--- src/rtl/core/assert_macros.svh ---
// Assertion helpers for the deque core.
// Sampled on aclk, disabled while aresetn is low.
`ifndef ASSERT_MACROS_SVH
`define ASSERT_MACROS_SVH

// Check a property on every clock edge out of reset.
`define BDQ_ASSERT(label, prop, msg) \
    label: assert property (@(posedge aclk) disable iff (!aresetn) (prop)) \
        else $error(msg);

// Check that a condition implies another one in the next cycle.
`define BDQ_ASSERT_NEXT(label, cond, prop, msg) \
    label: assert property (@(posedge aclk) disable iff (!aresetn) (cond) |=> (prop)) \
        else $error(msg);

`endif

--- src/rtl/core/bdq_pkg.sv ---
// Shared types and constants for the bounded deque core.
// No dependencies.
package bdq_pkg;

    localparam int CAPACITY = 64;
    localparam int KIND_W   = 3;
    localparam int VALUE_W  = 32;
    localparam int INDEX_W  = 6;
    localparam int STATUS_W = 2;
    localparam int LENGTH_W = 7;

    // slot position and fill count widths
    localparam int IDX_W = $clog2(CAPACITY);
    localparam int CNT_W = $clog2(CAPACITY + 1);
    localparam int CMP_W = (CNT_W > INDEX_W) ? CNT_W : INDEX_W;

    // read select tree: groups of up to eight slots
    localparam int GROUP_W = (IDX_W < 3) ? IDX_W : 3;
    localparam int GROUP   = 1 << GROUP_W;
    localparam int NGROUP  = (CAPACITY + GROUP - 1) / GROUP;

    typedef enum logic [KIND_W-1:0] {
        KIND_PUSH_FRONT = 3'd0,
        KIND_PUSH_BACK  = 3'd1,
        KIND_POP_FRONT  = 3'd2,
        KIND_POP_BACK   = 3'd3,
        KIND_REMOVE     = 3'd4,
        KIND_READ       = 3'd5
    } kind_t;

    typedef enum logic [STATUS_W-1:0] {
        ST_OK     = 2'd0,
        ST_FULL   = 2'd1,
        ST_EMPTY  = 2'd2,
        ST_BADIDX = 2'd3
    } status_t;

    typedef struct packed {
        logic             load;       // capture incoming word
        logic             pick;       // register the group candidates
        logic             apply;      // update slots and result
        logic             shift_up;
        logic             put_back;
        logic             remove;
        logic             take_read;
        logic [IDX_W-1:0] pos;
        logic [CNT_W-1:0] count;
    } dp_cmd_t;

endpackage

--- src/rtl/core/bdq_ctrl.sv ---
// Operation sequencer, fill count and result status of the deque core.
// Depends on bdq_pkg and assert_macros.svh.
`include "assert_macros.svh"
module bdq_ctrl import bdq_pkg::*; (
    input  logic                s_valid_i,
    input  logic                aclk,
    input  logic                aresetn,
    input  logic [KIND_W-1:0]   s_kind,
    input  logic [INDEX_W-1:0]  s_index,
    output logic                s_ready,
    output logic                m_valid,
    input  logic                m_ready,
    output logic [STATUS_W-1:0] m_status,
    output logic [LENGTH_W-1:0] m_length,
    output dp_cmd_t             cmd
);

    typedef enum logic [1:0] {
        S_IDLE,
        S_PICK,
        S_APPLY
    } state_t;

    state_t              state_reg;
    logic [CNT_W-1:0]    count_reg;
    logic [CNT_W-1:0]    count_next;
    logic [KIND_W-1:0]   kind_reg;
    status_t             op_status_reg;
    status_t             op_status_next;
    logic [IDX_W-1:0]    pos_reg;
    logic [IDX_W-1:0]    pos_next;
    logic                m_valid_reg;
    logic [STATUS_W-1:0] status_reg;
    logic [LENGTH_W-1:0] length_reg;
    logic                accept;
    logic                go;
    logic                ok;
    logic                full;
    logic                empty;
    logic                bad_idx;

    assign s_ready = (state_reg == S_IDLE);
    assign accept  = s_valid_i && s_ready;
    assign go      = (state_reg == S_APPLY) && (!m_valid_reg || m_ready);
    assign ok      = (op_status_reg == ST_OK);

    assign full    = (count_reg == CNT_W'(CAPACITY));
    assign empty   = (count_reg == '0);
    assign bad_idx = CMP_W'(s_index) >= CMP_W'(count_reg);

    always_comb begin
        op_status_next = ST_OK;
        pos_next       = '0;
        case (s_kind)
            KIND_PUSH_FRONT, KIND_PUSH_BACK: begin
                if (full) op_status_next = ST_FULL;
            end
            KIND_POP_FRONT: begin
                if (empty) op_status_next = ST_EMPTY;
            end
            KIND_POP_BACK: begin
                if (empty) op_status_next = ST_EMPTY;
                pos_next = IDX_W'(count_reg - CNT_W'(1));
            end
            KIND_REMOVE, KIND_READ: begin
                if (empty) op_status_next = ST_EMPTY;
                else if (bad_idx) op_status_next = ST_BADIDX;
                pos_next = IDX_W'(s_index);
            end
            default: begin
                op_status_next = ST_OK;
            end
        endcase
    end

    always_comb begin
        count_next = count_reg;
        if (ok) begin
            case (kind_reg)
                KIND_PUSH_FRONT, KIND_PUSH_BACK: count_next = count_reg + CNT_W'(1);
                KIND_POP_FRONT, KIND_POP_BACK, KIND_REMOVE:
                    count_next = count_reg - CNT_W'(1);
                default: count_next = count_reg;
            endcase
        end
    end

    always_comb begin
        cmd           = '0;
        cmd.load      = accept;
        cmd.pick      = (state_reg == S_PICK);
        cmd.apply     = go;
        cmd.shift_up  = ok && kind_reg == KIND_PUSH_FRONT;
        cmd.put_back  = ok && kind_reg == KIND_PUSH_BACK;
        cmd.remove    = ok && (kind_reg == KIND_POP_FRONT || kind_reg == KIND_POP_BACK ||
                               kind_reg == KIND_REMOVE);
        cmd.take_read = ok && (kind_reg == KIND_POP_FRONT || kind_reg == KIND_POP_BACK ||
                               kind_reg == KIND_REMOVE || kind_reg == KIND_READ);
        cmd.pos       = pos_reg;
        cmd.count     = count_reg;
    end

    always_ff @(posedge aclk) begin
        if (!aresetn) begin
            state_reg     <= S_IDLE;
            count_reg     <= '0;
            m_valid_reg   <= 1'b0;
            kind_reg      <= '0;
            op_status_reg <= ST_OK;
            pos_reg       <= '0;
            status_reg    <= '0;
            length_reg    <= '0;
        end else begin
            // a new result replaces the one taken in the same cycle
            if (go) begin
                m_valid_reg <= 1'b1;
            end else if (m_ready) begin
                m_valid_reg <= 1'b0;
            end
            case (state_reg)
                S_IDLE: begin
                    if (accept) begin
                        kind_reg      <= s_kind;
                        op_status_reg <= op_status_next;
                        pos_reg       <= pos_next;
                        state_reg     <= S_PICK;
                    end
                end
                S_PICK: begin
                    state_reg <= S_APPLY;
                end
                S_APPLY: begin
                    if (go) begin
                        count_reg   <= count_next;
                        status_reg  <= op_status_reg;
                        length_reg  <= LENGTH_W'(count_next);
                        state_reg   <= S_IDLE;
                    end
                end
                default: begin
                    state_reg <= S_IDLE;
                end
            endcase
        end
    end

    assign m_valid  = m_valid_reg;
    assign m_status = status_reg;
    assign m_length = length_reg;

    `BDQ_ASSERT(a_count_bound, count_reg <= CNT_W'(CAPACITY), "fill count beyond capacity")
    `BDQ_ASSERT_NEXT(a_accept_pick, accept, state_reg == S_PICK, "accepted word not sequenced")
    `BDQ_ASSERT_NEXT(a_count_hold, !go, $stable(count_reg), "count moved outside apply")
    `BDQ_ASSERT(a_full_only_full, !(go && op_status_reg == ST_FULL) || full,
        "full status with free slots")

endmodule

--- config.mk ---
export PLATFORM = sky130hd
export DESIGN_NAME = bdq_ctrl
export DESIGN_NICKNAME = d
export VERILOG_FILES = /design/src/rtl/core/bdq_pkg.sv /design/src/rtl/core/bdq_ctrl.sv
export VERILOG_INCLUDE_DIRS = /design/src /design/src/rtl/core
export SDC_FILE = /design/constraint.sdc
export NUM_CORES = 1
export LEC_CHECK = 0
export BUFFER_PORTS_ARGS = -buffer_cell sky130_fd_sc_hd__buf_2
export CAP_MARGIN = 30
export CORE_ASPECT_RATIO = 1.1
export CORE_MARGIN = 2
export CORE_UTILIZATION = 41
export CTS_CLUSTER_DIAMETER = 200
export CTS_CLUSTER_SIZE = 20
export DETAILED_ROUTE_END_ITERATION = 10
export GPL_ROUTABILITY_DRIVEN = 0
export PLACE_DENSITY = 0.68
export SLEW_MARGIN = 20
export SYNTH_ARGS = -nofsm -noshare
export SYNTH_HDL_FRONTEND = slang
export SYNTH_SLANG_ARGS = --single-unit
--- constraint.sdc ---
create_clock -name aclk -period 1.9 [get_ports aclk]
set_clock_uncertainty 0.15 [all_clocks]
set_input_delay 0.19 -clock aclk [delete_from_list [all_inputs] [get_ports aclk]]
set_output_delay 0.19 -clock aclk [all_outputs]
set_load 0.02 [all_outputs]
==> results.json, run 1 <==
{
  "status": "finished, violations left",
  "violations": "setup timing",
  "multi_input_area_um2": 958.4,
  "antenna_cells": 0,
  "grt_pass1_vias": 1330,
  "ant_nets": 0,
  "syn_area_per_cell_um2": 8.321,
  "hold_ws_ps": 25.98,
  "vias": 1478,
  "clkLatencyLatePin_ps": 270,
  "leakage_nw": 0.8654,
  "cts_buffers": 3,
  "core_area_um2": 3626,
  "clkTransAtPathRegs_ps": 80,
  "path_cells": "nor2_1, buf_4, nor4b_1, buf_2",
  "fin_ws_ps": -6.530,
  "yosysSeqAreaShare": 0.2975,
  "synth_edf_count": 0,
  "synth.distinct_cells": 48,
  "rows": 23,
  "min_period_ps": 1907,
  "ys_ff_latch": 23,
  "finalHoldViolCount": 0,
  "die_x_um": 62.58,
  "h-tree-depth": 1,
  "rsz0062_at_grt": "yes",
  "io_pins": 44,
  "cp_top_family": "simple AND/OR/NAND/NOR gates",
  "die_area_um2": 4283,
  "ir_drop_mv": 0.4080,
  "wl_per_cell_um": 13.52,
  "cts_sinks": 23,
  "post-route-util": 0.5359,
  "fmax_mhz": 524.5,
  "wl_mm": 3.866,
  "yosysWarnings": 0,
  "final_nets": 261,
  "numPortBuffers": 43,
  "critPathKind": "reg2out",
  "fin_setup_tns_ps": -6.530,
  "fillCellCount": 386,
  "placed_cells": 280,
  "setup_viol": 1,
  "cp-end-kind": "output pin",
  "cts-root-buf": "clkbuf_8",
  "first_pass_iters": 4,
  "maxCapViolCount": 0,
  "drive_above_1_share": 0.3729,
  "regArea_um2": 469.2,
  "drt_iter0_drc": 57,
  "path_buf_inv": 2,
  "arrival_ps": 1570,
  "syn_inst": 186,
  "synthArstFlopShare": 0,
  "synth_nets": 210,
  "syn-cell-area_um2": 1548,
  "antenna_found_initial": 0,
  "crit_path_max_incr_delay_ps": 360,
  "total_power_mw": 1.162,
  "relSlewSlack": 0.6999,
  "cp_slowest_cell": "dfxtp_1",
  "hold_class": "in2reg",
  "grt_remaining_overflow": 0,
  "ys.flop_type": "dfxtp_1",
  "slew_violations": 0,
  "drc_errors": 0,
  "power.density_nw_per_um2": 597.9,
  "grtUsageTotal": 0.1836,
  "cts_max_path_buffers": 2,
  "crit_required_ps": 1560,
  "syn_to_final_growth_pct": 25.55,
  "start_util": 0.4268,
  "fp.dieH_um": 68.44,
  "cts_tree": "done",
  "startpoint_type": "flip-flop",
  "min_period_over_period": 1.003,
  "tightest_slew_ps": 449.6,
  "grt_pass1_wl_mm": 6.168,
  "crit_fanout": 5,
  "largest_register_ffs": 7,
  "grt_max_degree": 18,
  "vias_per_cell": 5.168,
  "fin_cells": 286,
  "hpwl_mm": 2.868
}
[layout make-up]
type / count / share of cell area
flip-flops and latches: 23 / 0.2415
clock inverters: 1 / 0.002576
repair buffers: 63 / 0.1880
well taps: 50 / 0.03220
clock buffers: 3 / 0.02125
multi-input cells: 135 / 0.4932
inverters: 11 / 0.02125
[cell usage after synthesis, drive strengths merged (2+ instances only)]
cell | instances | area [um^2]
a21oi | 16 | 80.08
and4 | 2 | 18.77
buf | 12 | 88.83
clkbuf | 5 | 40.04
dfxtp | 23 | 460.4
ha | 11 | 137.6
inv | 10 | 37.54
mux2i | 6 | 60.06
nand2 | 17 | 63.81
nand2b | 4 | 32.53
nand4 | 3 | 18.77
nor2 | 19 | 73.82
nor2b | 5 | 33.78
nor3 | 7 | 35.03
nor3b | 3 | 33.78
nor4 | 2 | 12.51
o211ai | 6 | 45.04
o21ai | 10 | 50.04
o311ai | 2 | 35.04
or3 | 2 | 17.52
xnor2 | 6 | 52.55
[placed cells by master (no fill, tap or decap), types with 6 or more instances in the layout]
| cell type | instances |
|---|---|
| a21oi_1 | 16 |
| buf_2 | 43 |
| buf_4 | 20 |
| dfxtp_1 | 18 |
| ha_1 | 9 |
| inv_1 | 9 |
| mux2i_1 | 6 |
| nand2_1 | 17 |
| nor2_1 | 18 |
| nor3_1 | 7 |
| o211ai_1 | 6 |
| o21ai_0 | 8 |
| xnor2_1 | 6 |
[where the power goes]
part | internal [mW] | leakage (nW) | switching [mW]
Sequential | 0.504 | 0.190 | 0.0157
Clock | 0.147 | 0.0255 | 0.164
Combinational | 0.140 | 0.650 | 0.191
[worst reg2reg max path, cell delays in order, from the launching register on]
cell and delay [ps]:
dfxtp_2 340, buf_4 140, nor3b_4 240, buf_4 170
o311ai_4 140, or4_1 500, o311ai_1 90
[through the flow]
stage	setup slack [ps]	area, um^2
after floorplan	9.695	1551
after global placement	29.73	1836
after detailed placement	13.82	1836
after CTS	26.81	1904
after global routing	-88.18	1943
final	-6.530	1943
[cells by family (layout without fill, tap and decap cells)]
family / after synthesis / count (layout) / synth area share
adder cells (fa/ha/maj): 11 / 11 / 0.08892
multiplexers: 6 / 6 / 0.03881
flip-flops: 23 / 23 / 0.2975
AO/OA/AOI/OAI: 43 / 43 / 0.1868
XOR/XNOR: 6 / 6 / 0.03395
buffers and inverters: 28 / 78 / 0.1099
AND/OR/NAND/NOR: 69 / 69 / 0.2441
[path summary, 6_finish.rpt]
kind,startpoint,end,slack (ps),depth (start not counted)
setup / recovery,op_status_reg[0],cmd[16],-7,4
hold / removal,s_kind[0],kind_reg[0],30,3
setup reg to reg,kind_reg[1],m_length[5],30,6
hold reg to reg,kind_reg[1],kind_reg[1],330,2
[per-layer routing]
| metal | vias up | track usage | wire (um) |
|---|---|---|---|
| li1 | 747 | - | - |
| met1 | 693 | 0.2393 | 1839 |
| met2 | 31 | 0.3065 | 1831 |
| met3 | 7 | 0.02303 | 116 |
| met4 | 0 | 0.08611 | 78 |
| met5 | - | 0 | 0 |
[repair_timing]
| action | CTS | global route |
|---|---|---|
| hold buffers | 0 | 0 |
| pin swaps | 2 | 4 |
| gates resized for setup | 4 | 10 |
| setup buffers | 2 | 0 |
| endpoints found under the setup margin | 2 | 9 |
| hold endpoints to repair | 0 | 0 |
(Power assumes the default switching activity.)
==> run 2, diff against run 1 <==
--- a/config.mk
+++ b/config.mk
@@ -10,12 +10,12 @@
 export CAP_MARGIN = 30
 export CORE_ASPECT_RATIO = 1.1
 export CORE_MARGIN = 2
-export CORE_UTILIZATION = 41
+export CORE_UTILIZATION = 39
 export CTS_CLUSTER_DIAMETER = 200
 export CTS_CLUSTER_SIZE = 20
 export DETAILED_ROUTE_END_ITERATION = 10
 export GPL_ROUTABILITY_DRIVEN = 0
-export PLACE_DENSITY = 0.68
+export PLACE_DENSITY = 0.65
 export SLEW_MARGIN = 20
 export SYNTH_ARGS = -nofsm -noshare
 export SYNTH_HDL_FRONTEND = slang
==> results.json, run 2 (synthesis gave the netlist of run 1 again) <==
{
  "drt_iter0_drc": 37,
  "rsz0062_at_grt": "yes",
  "min_period_over_period": 0.9694,
  "hold_ws_ps": 24.71,
  "slew_violations": 0,
  "min_period_ps": 1842,
  "final_nets": 269,
  "grt_remaining_overflow": 0,
  "drive_above_1_share": 0.4098,
  "layout_common_cells": "buf_2, buf_4, nor2_1, nand2_1, dfxtp_1",
  "switching_power_uw": 378.7,
  "clkPwrFrac": 0.266,
  "ir_drop_mv": 0.3108,
  "mostFrequentLayoutCell": "buf_2",
  "r2r-end": "m_length[5]",
  "cp-end-kind": "flip-flop",
  "wl_mm": 3.916,
  "whs_path_depth": 3,
  "vias_per_cell": 5.169,
  "r2r_slack_ps": 60,
  "min_from": "s_kind[0]",
  "startpoint_type": "flip-flop",
  "setup_viol": 0,
  "fmax_mhz": 542.9,
  "hold_end": "kind_reg[0]",
  "fp.dieH_um": 70.07,
  "antenna_found_initial": 0,
  "hpwl_mm": 2.914,
  "first_pass_iters": 4,
  "vias": 1530,
  "power_frac_seq": 0.439,
  "h-tree-depth": 1,
  "grt_pass1_vias": 1446,
  "fin_cells": 296,
  "largest_register_ffs": 7,
  "final_area_um2": 2031,
  "cts_sinks": 23,
  "start_util": 0.3995,
  "status": "finished, final reports clean",
  "fillCellCount": 387,
  "combPwrFrac": 0.295,
  "die_x_um": 64.07,
  "path_common_cell": "buf_6",
  "tightest_slew_ps": 415.1,
  "worstRegToRegCells": 6,
  "grt_max_degree": 18,
  "die_area_um2": 4489,
  "critPathKind": "reg2reg",
  "wl_per_cell_um": 13.23,
  "arrival_ps": 1880,
  "p_int_uw": 805.1,
  "syn_to_final_growth_pct": 31.20,
  "io_pins": 44,
  "cp_slowest_cell": "or4_4",
  "cts_hold_buf": 0,
  "path_cells": "buf_6, nor3b_4, buf_6, o311ai_4, or4_4, o311ai_2",
  "antenna_cells": 0,
  "crit_fanout": 7,
  "finalHoldViolCount": 0,
  "cts_max_path_buffers": 2,
  "r2r-start": "kind_reg[1]",
  "netSwitchingFraction": 0.3199,
  "rows": 24,
  "ant_nets": 0,
  "clkLatencyLatePin_ps": 270,
  "placed_cells": 286,
  "numPortBuffers": 43,
  "grt_pass1_wl_mm": 6.589,
  "drc_errors": 0,
  "crit_required_ps": 1940,
  "grtUsageTotal": 0.1828,
  "relSlewSlack": 0.7226,
  "clkTransAtPathRegs_ps": 80,
  "place_area_um2": 1868,
  "core_area_um2": 3874,
  "hold_class": "in2reg",
  "cts-root-buf": "clkbuf_8",
  "maxCapViolCount": 0,
  "cts_buffers": 3,
  "leakage_nw": 0.9136,
  "power.density_nw_per_um2": 583.0,
  "cts_tree": "done",
  "crit_path_max_incr_delay_ps": 540
}
run 2: changes by cell type in the layout (fill, tap and decap cells not counted), moves of 2 or more:
| cell | before | now |
|---|---|---|
| nor3_1 | 7 | 5 |
| o21ai_2 | 2 | 0 |
| o21ai_1 | 0 | 2 |
| nor3_2 | 0 | 2 |
| buf_6 | 0 | 5 |
| buf_4 | 20 | 23 |
run 2: how the worst max path moves through the flow:
stage,from,to,slack (ps),cells after the start
5_1_grt,m_length[2],op_status_reg[1],-8,7
4_1_cts,m_length[0],op_status_reg[1],20,6
2_1_floorplan,m_length[2],op_status_reg[1],10,8
3_3_place_gp,s_index[0],op_status_reg[1],20,8
6_report,kind_reg[1],m_length[5],60,6
3_5_place_dp,s_index[0],op_status_reg[1],-0.1,8
run 2: per-layer routing:
metal / vias to the layer above / track usage / share of wire
met5: - / 0 / 0
met4: 0 / 0.1039 / 0.033
met3: 14 / 0.02093 / 0.031
met2: 42 / 0.2801 / 0.45
met1: 704 / 0.2467 / 0.48
li1: 770 / - / -
run 2: repair_timing:
action / 4_1_cts / 5_1_grt
buffers inserted: 2 / 4
pin swaps: 2 / 8
setup endpoints to repair: 2 / 8
resized for setup: 5 / 17
run 2: stage by stage:
| step | setup TNS, ps | utilization | worst slack [ps] | total power, mW |
|---|---|---|---|---|
| global placement | 0 | 0.4822 | 24.66 | 0.8483 |
| global route | -7.557 | 0.5242 | -7.557 | 1.249 |
| finish | 0 | 0.5242 | 58.19 | 1.184 |
| floorplan | 0 | - | 9.695 | 0.7428 |
| detailed placement | -0.1147 | 0.4822 | -0.1147 | 0.8508 |
| CTS | 0 | 0.5006 | 17.73 | 1.176 |
run 2: layout make-up:
| type | count | area [um^2] | share of cell area |
|---|---|---|---|
| Multi-Input combinational cell | 135 | 963.4 | 0.4744 |
| Sequential cell | 23 | 470.5 | 0.2317 |
| Timing Repair Buffer | 71 | 444.2 | 0.2187 |
| Tap cell | 52 | 65.06 | 0.03204 |
| Clock buffer | 3 | 41.29 | 0.02033 |
| Inverter | 11 | 41.29 | 0.02033 |
| Clock inverter | 1 | 5.005 | 0.002465 |
run 2: worst max-delay path: cells and delay by family, from the launching register on:
kind                   cells  cell delay (ps)
DFF                        1              330
AOI/OAI and AO/OA          2              210
and+or+nand+nor            2              790
buffers and inverters      2              260
run 2: power by group through the flow:
stage / logic (mW) / registers (mW) / clock network [mW]
after floorplan: 0.192 / 0.551 / 0
after global placement: 0.317 / 0.532 / 0
after detailed placement: 0.318 / 0.533 / 0
after CTS: 0.329 / 0.521 / 0.325
after global routing: 0.380 / 0.523 / 0.346
final: 0.349 / 0.520 / 0.314
==> run 3, diff against run 2 <==
--- a/config.mk
+++ b/config.mk
@@ -16,6 +16,7 @@
 export DETAILED_ROUTE_END_ITERATION = 10
 export GPL_ROUTABILITY_DRIVEN = 0
 export PLACE_DENSITY = 0.65
+export REMOVE_ABC_BUFFERS = 1
 export SLEW_MARGIN = 20
 export SYNTH_ARGS = -nofsm -noshare
 export SYNTH_HDL_FRONTEND = slang
==> results.json, run 3 (synthesis gave the netlist of run 1 again) <==
{
  "status": "finished, final reports clean",
  "cts_tree": "done",
  "arrival_ps": 1870,
  "path_buf_inv": 2,
  "rsz0062_at_grt": "no",
  "finalHoldViolCount": 0,
  "fillCellCount": 382,
  "hpwl_mm": 2.785,
  "wl_mm": 3.691,
  "core_area_um2": 3874,
  "path_cells": "inv_1, ha_4, buf_4, o311a_2, o21ai_1, mux2i_1",
  "crit_fanout": 5,
  "grt_remaining_overflow": 0,
  "drc_errors": 0,
  "antenna_found_initial": 0,
  "cp_top_family": "compound AO/OA/AOI/OAI gates",
  "wl_per_cell_um": 12.82,
  "setup_viol": 0,
  "clkLatencyLatePin_ps": 270,
  "vias_per_cell": 5.108,
  "rows": 24,
  "vias": 1471,
  "grt_max_degree": 18,
  "drt_iter0_drc": 40,
  "cp-end-kind": "flip-flop",
  "numPortBuffers": 43,
  "layout_common_cells": "buf_2, dfxtp_1, buf_4, nor2_1, nand2_1",
  "mostFrequentLayoutCell": "buf_2",
  "cts_max_path_buffers": 2,
  "ant_nets": 0,
  "total_power_mw": 1.178,
  "slew_violations": 0,
  "syn_to_final_growth_pct": 26.76,
  "grtUsageTotal": 0.1662,
  "final_nets": 261,
  "cts_hold_buf": 0,
  "critPathKind": "reg2reg",
  "first_pass_iters": 4,
  "die_area_um2": 4489,
  "ir_drop_mv": 0.2871,
  "grt_pass1_vias": 1262,
  "cts_buffers": 3,
  "die_x_um": 64.07,
  "grt_pass1_wl_mm": 5.885,
  "min_period_ps": 1805,
  "io_pins": 44,
  "fmax_mhz": 554.0,
  "crit_path_max_incr_delay_ps": 430,
  "antenna_cells": 0,
  "cts_sinks": 23,
  "cts-root-buf": "clkbuf_8",
  "hold_class": "in2reg",
  "maxCapViolCount": 0,
  "relSlewSlack": 0.6689,
  "drive_above_1_share": 0.3644,
  "power.density_nw_per_um2": 600.4,
  "start_util": 0.3995,
  "fp.dieH_um": 70.07,
  "leakage_nw": 0.8641,
  "min_period_over_period": 0.9500,
  "crit_required_ps": 1960,
  "cp_slowest_cell": "o311a_2",
  "clkTransAtPathRegs_ps": 90,
  "tightest_slew_ps": 495.7,
  "fin_setup_tns_ps": 0,
  "largest_register_ffs": 7,
  "startpoint_type": "flip-flop",
  "h-tree-depth": 1
}
==> run 3: worst register-to-register path, stage by stage, from the launching register on <==
cell and delay (ps):
dfxtp_1 380, inv_1 110, ha_4 200, buf_4 150, o311a_2 430, o21ai_1 130
mux2i_1 190
==> run 3: worst paths after layout <==
kind                                     to  depth (start not counted)  slack (ps)   startpoint
worst max-delay path            m_length[3]                          6         100  kind_reg[2]
worst min-delay path            kind_reg[0]                          3          20    s_kind[0]
worst max register to register  m_length[3]                          6         100  kind_reg[2]
worst min register to register  kind_reg[2]                          2         350  kind_reg[2]
==> run 3: through the flow <==
stage	hold WS [ps]	cells	cell area (um^2)	worst slack, ps	utilization
after floorplan	176.0	169	1419	-280.9	-
after global placement	301.8	282	1834	-18.84	0.4735
after detailed placement	311.3	282	1834	-15.42	0.4735
after CTS	18.12	287	1894	4.787	0.4890
after global routing	37.79	288	1962	4.382	0.5065
final	18.27	288	1962	95.00	0.5065
==> run 3: repair_timing <==
item / 4_1_cts / 5_1_grt
resized for setup: 2 / 13
pin swaps: 0 / 3
setup endpoints to repair: 2 / 10
setup buffers: 1 / 1
cloned: 0 / 0
==> run 3: power by group <==
part / leakage (nW) / switching [mW] / internal (mW) / total [mW]
registers: 0.189 / 0.0178 / 0.505 / 0.522
clock network: 0.0228 / 0.174 / 0.150 / 0.324
logic: 0.653 / 0.188 / 0.144 / 0.332
==> run 3: layout make-up <==
class                           count  area (um^2)  share of cell area
Clock buffer                        4        45.04             0.02296
Timing Repair Buffer               63        377.9              0.1926
Sequential cell                    23        462.9              0.2360
Inverter                           11        45.04             0.02296
Multi-Input combinational cell    135        965.9              0.4923
Tap cell                           52        65.06             0.03316
==> run 3: per-layer routing <==
layer	global-route usage	part of all wire
met5	0	0
met4	0.06763	0.0081
met3	0.01771	0.031
met2	0.2662	0.47
met1	0.2260	0.49
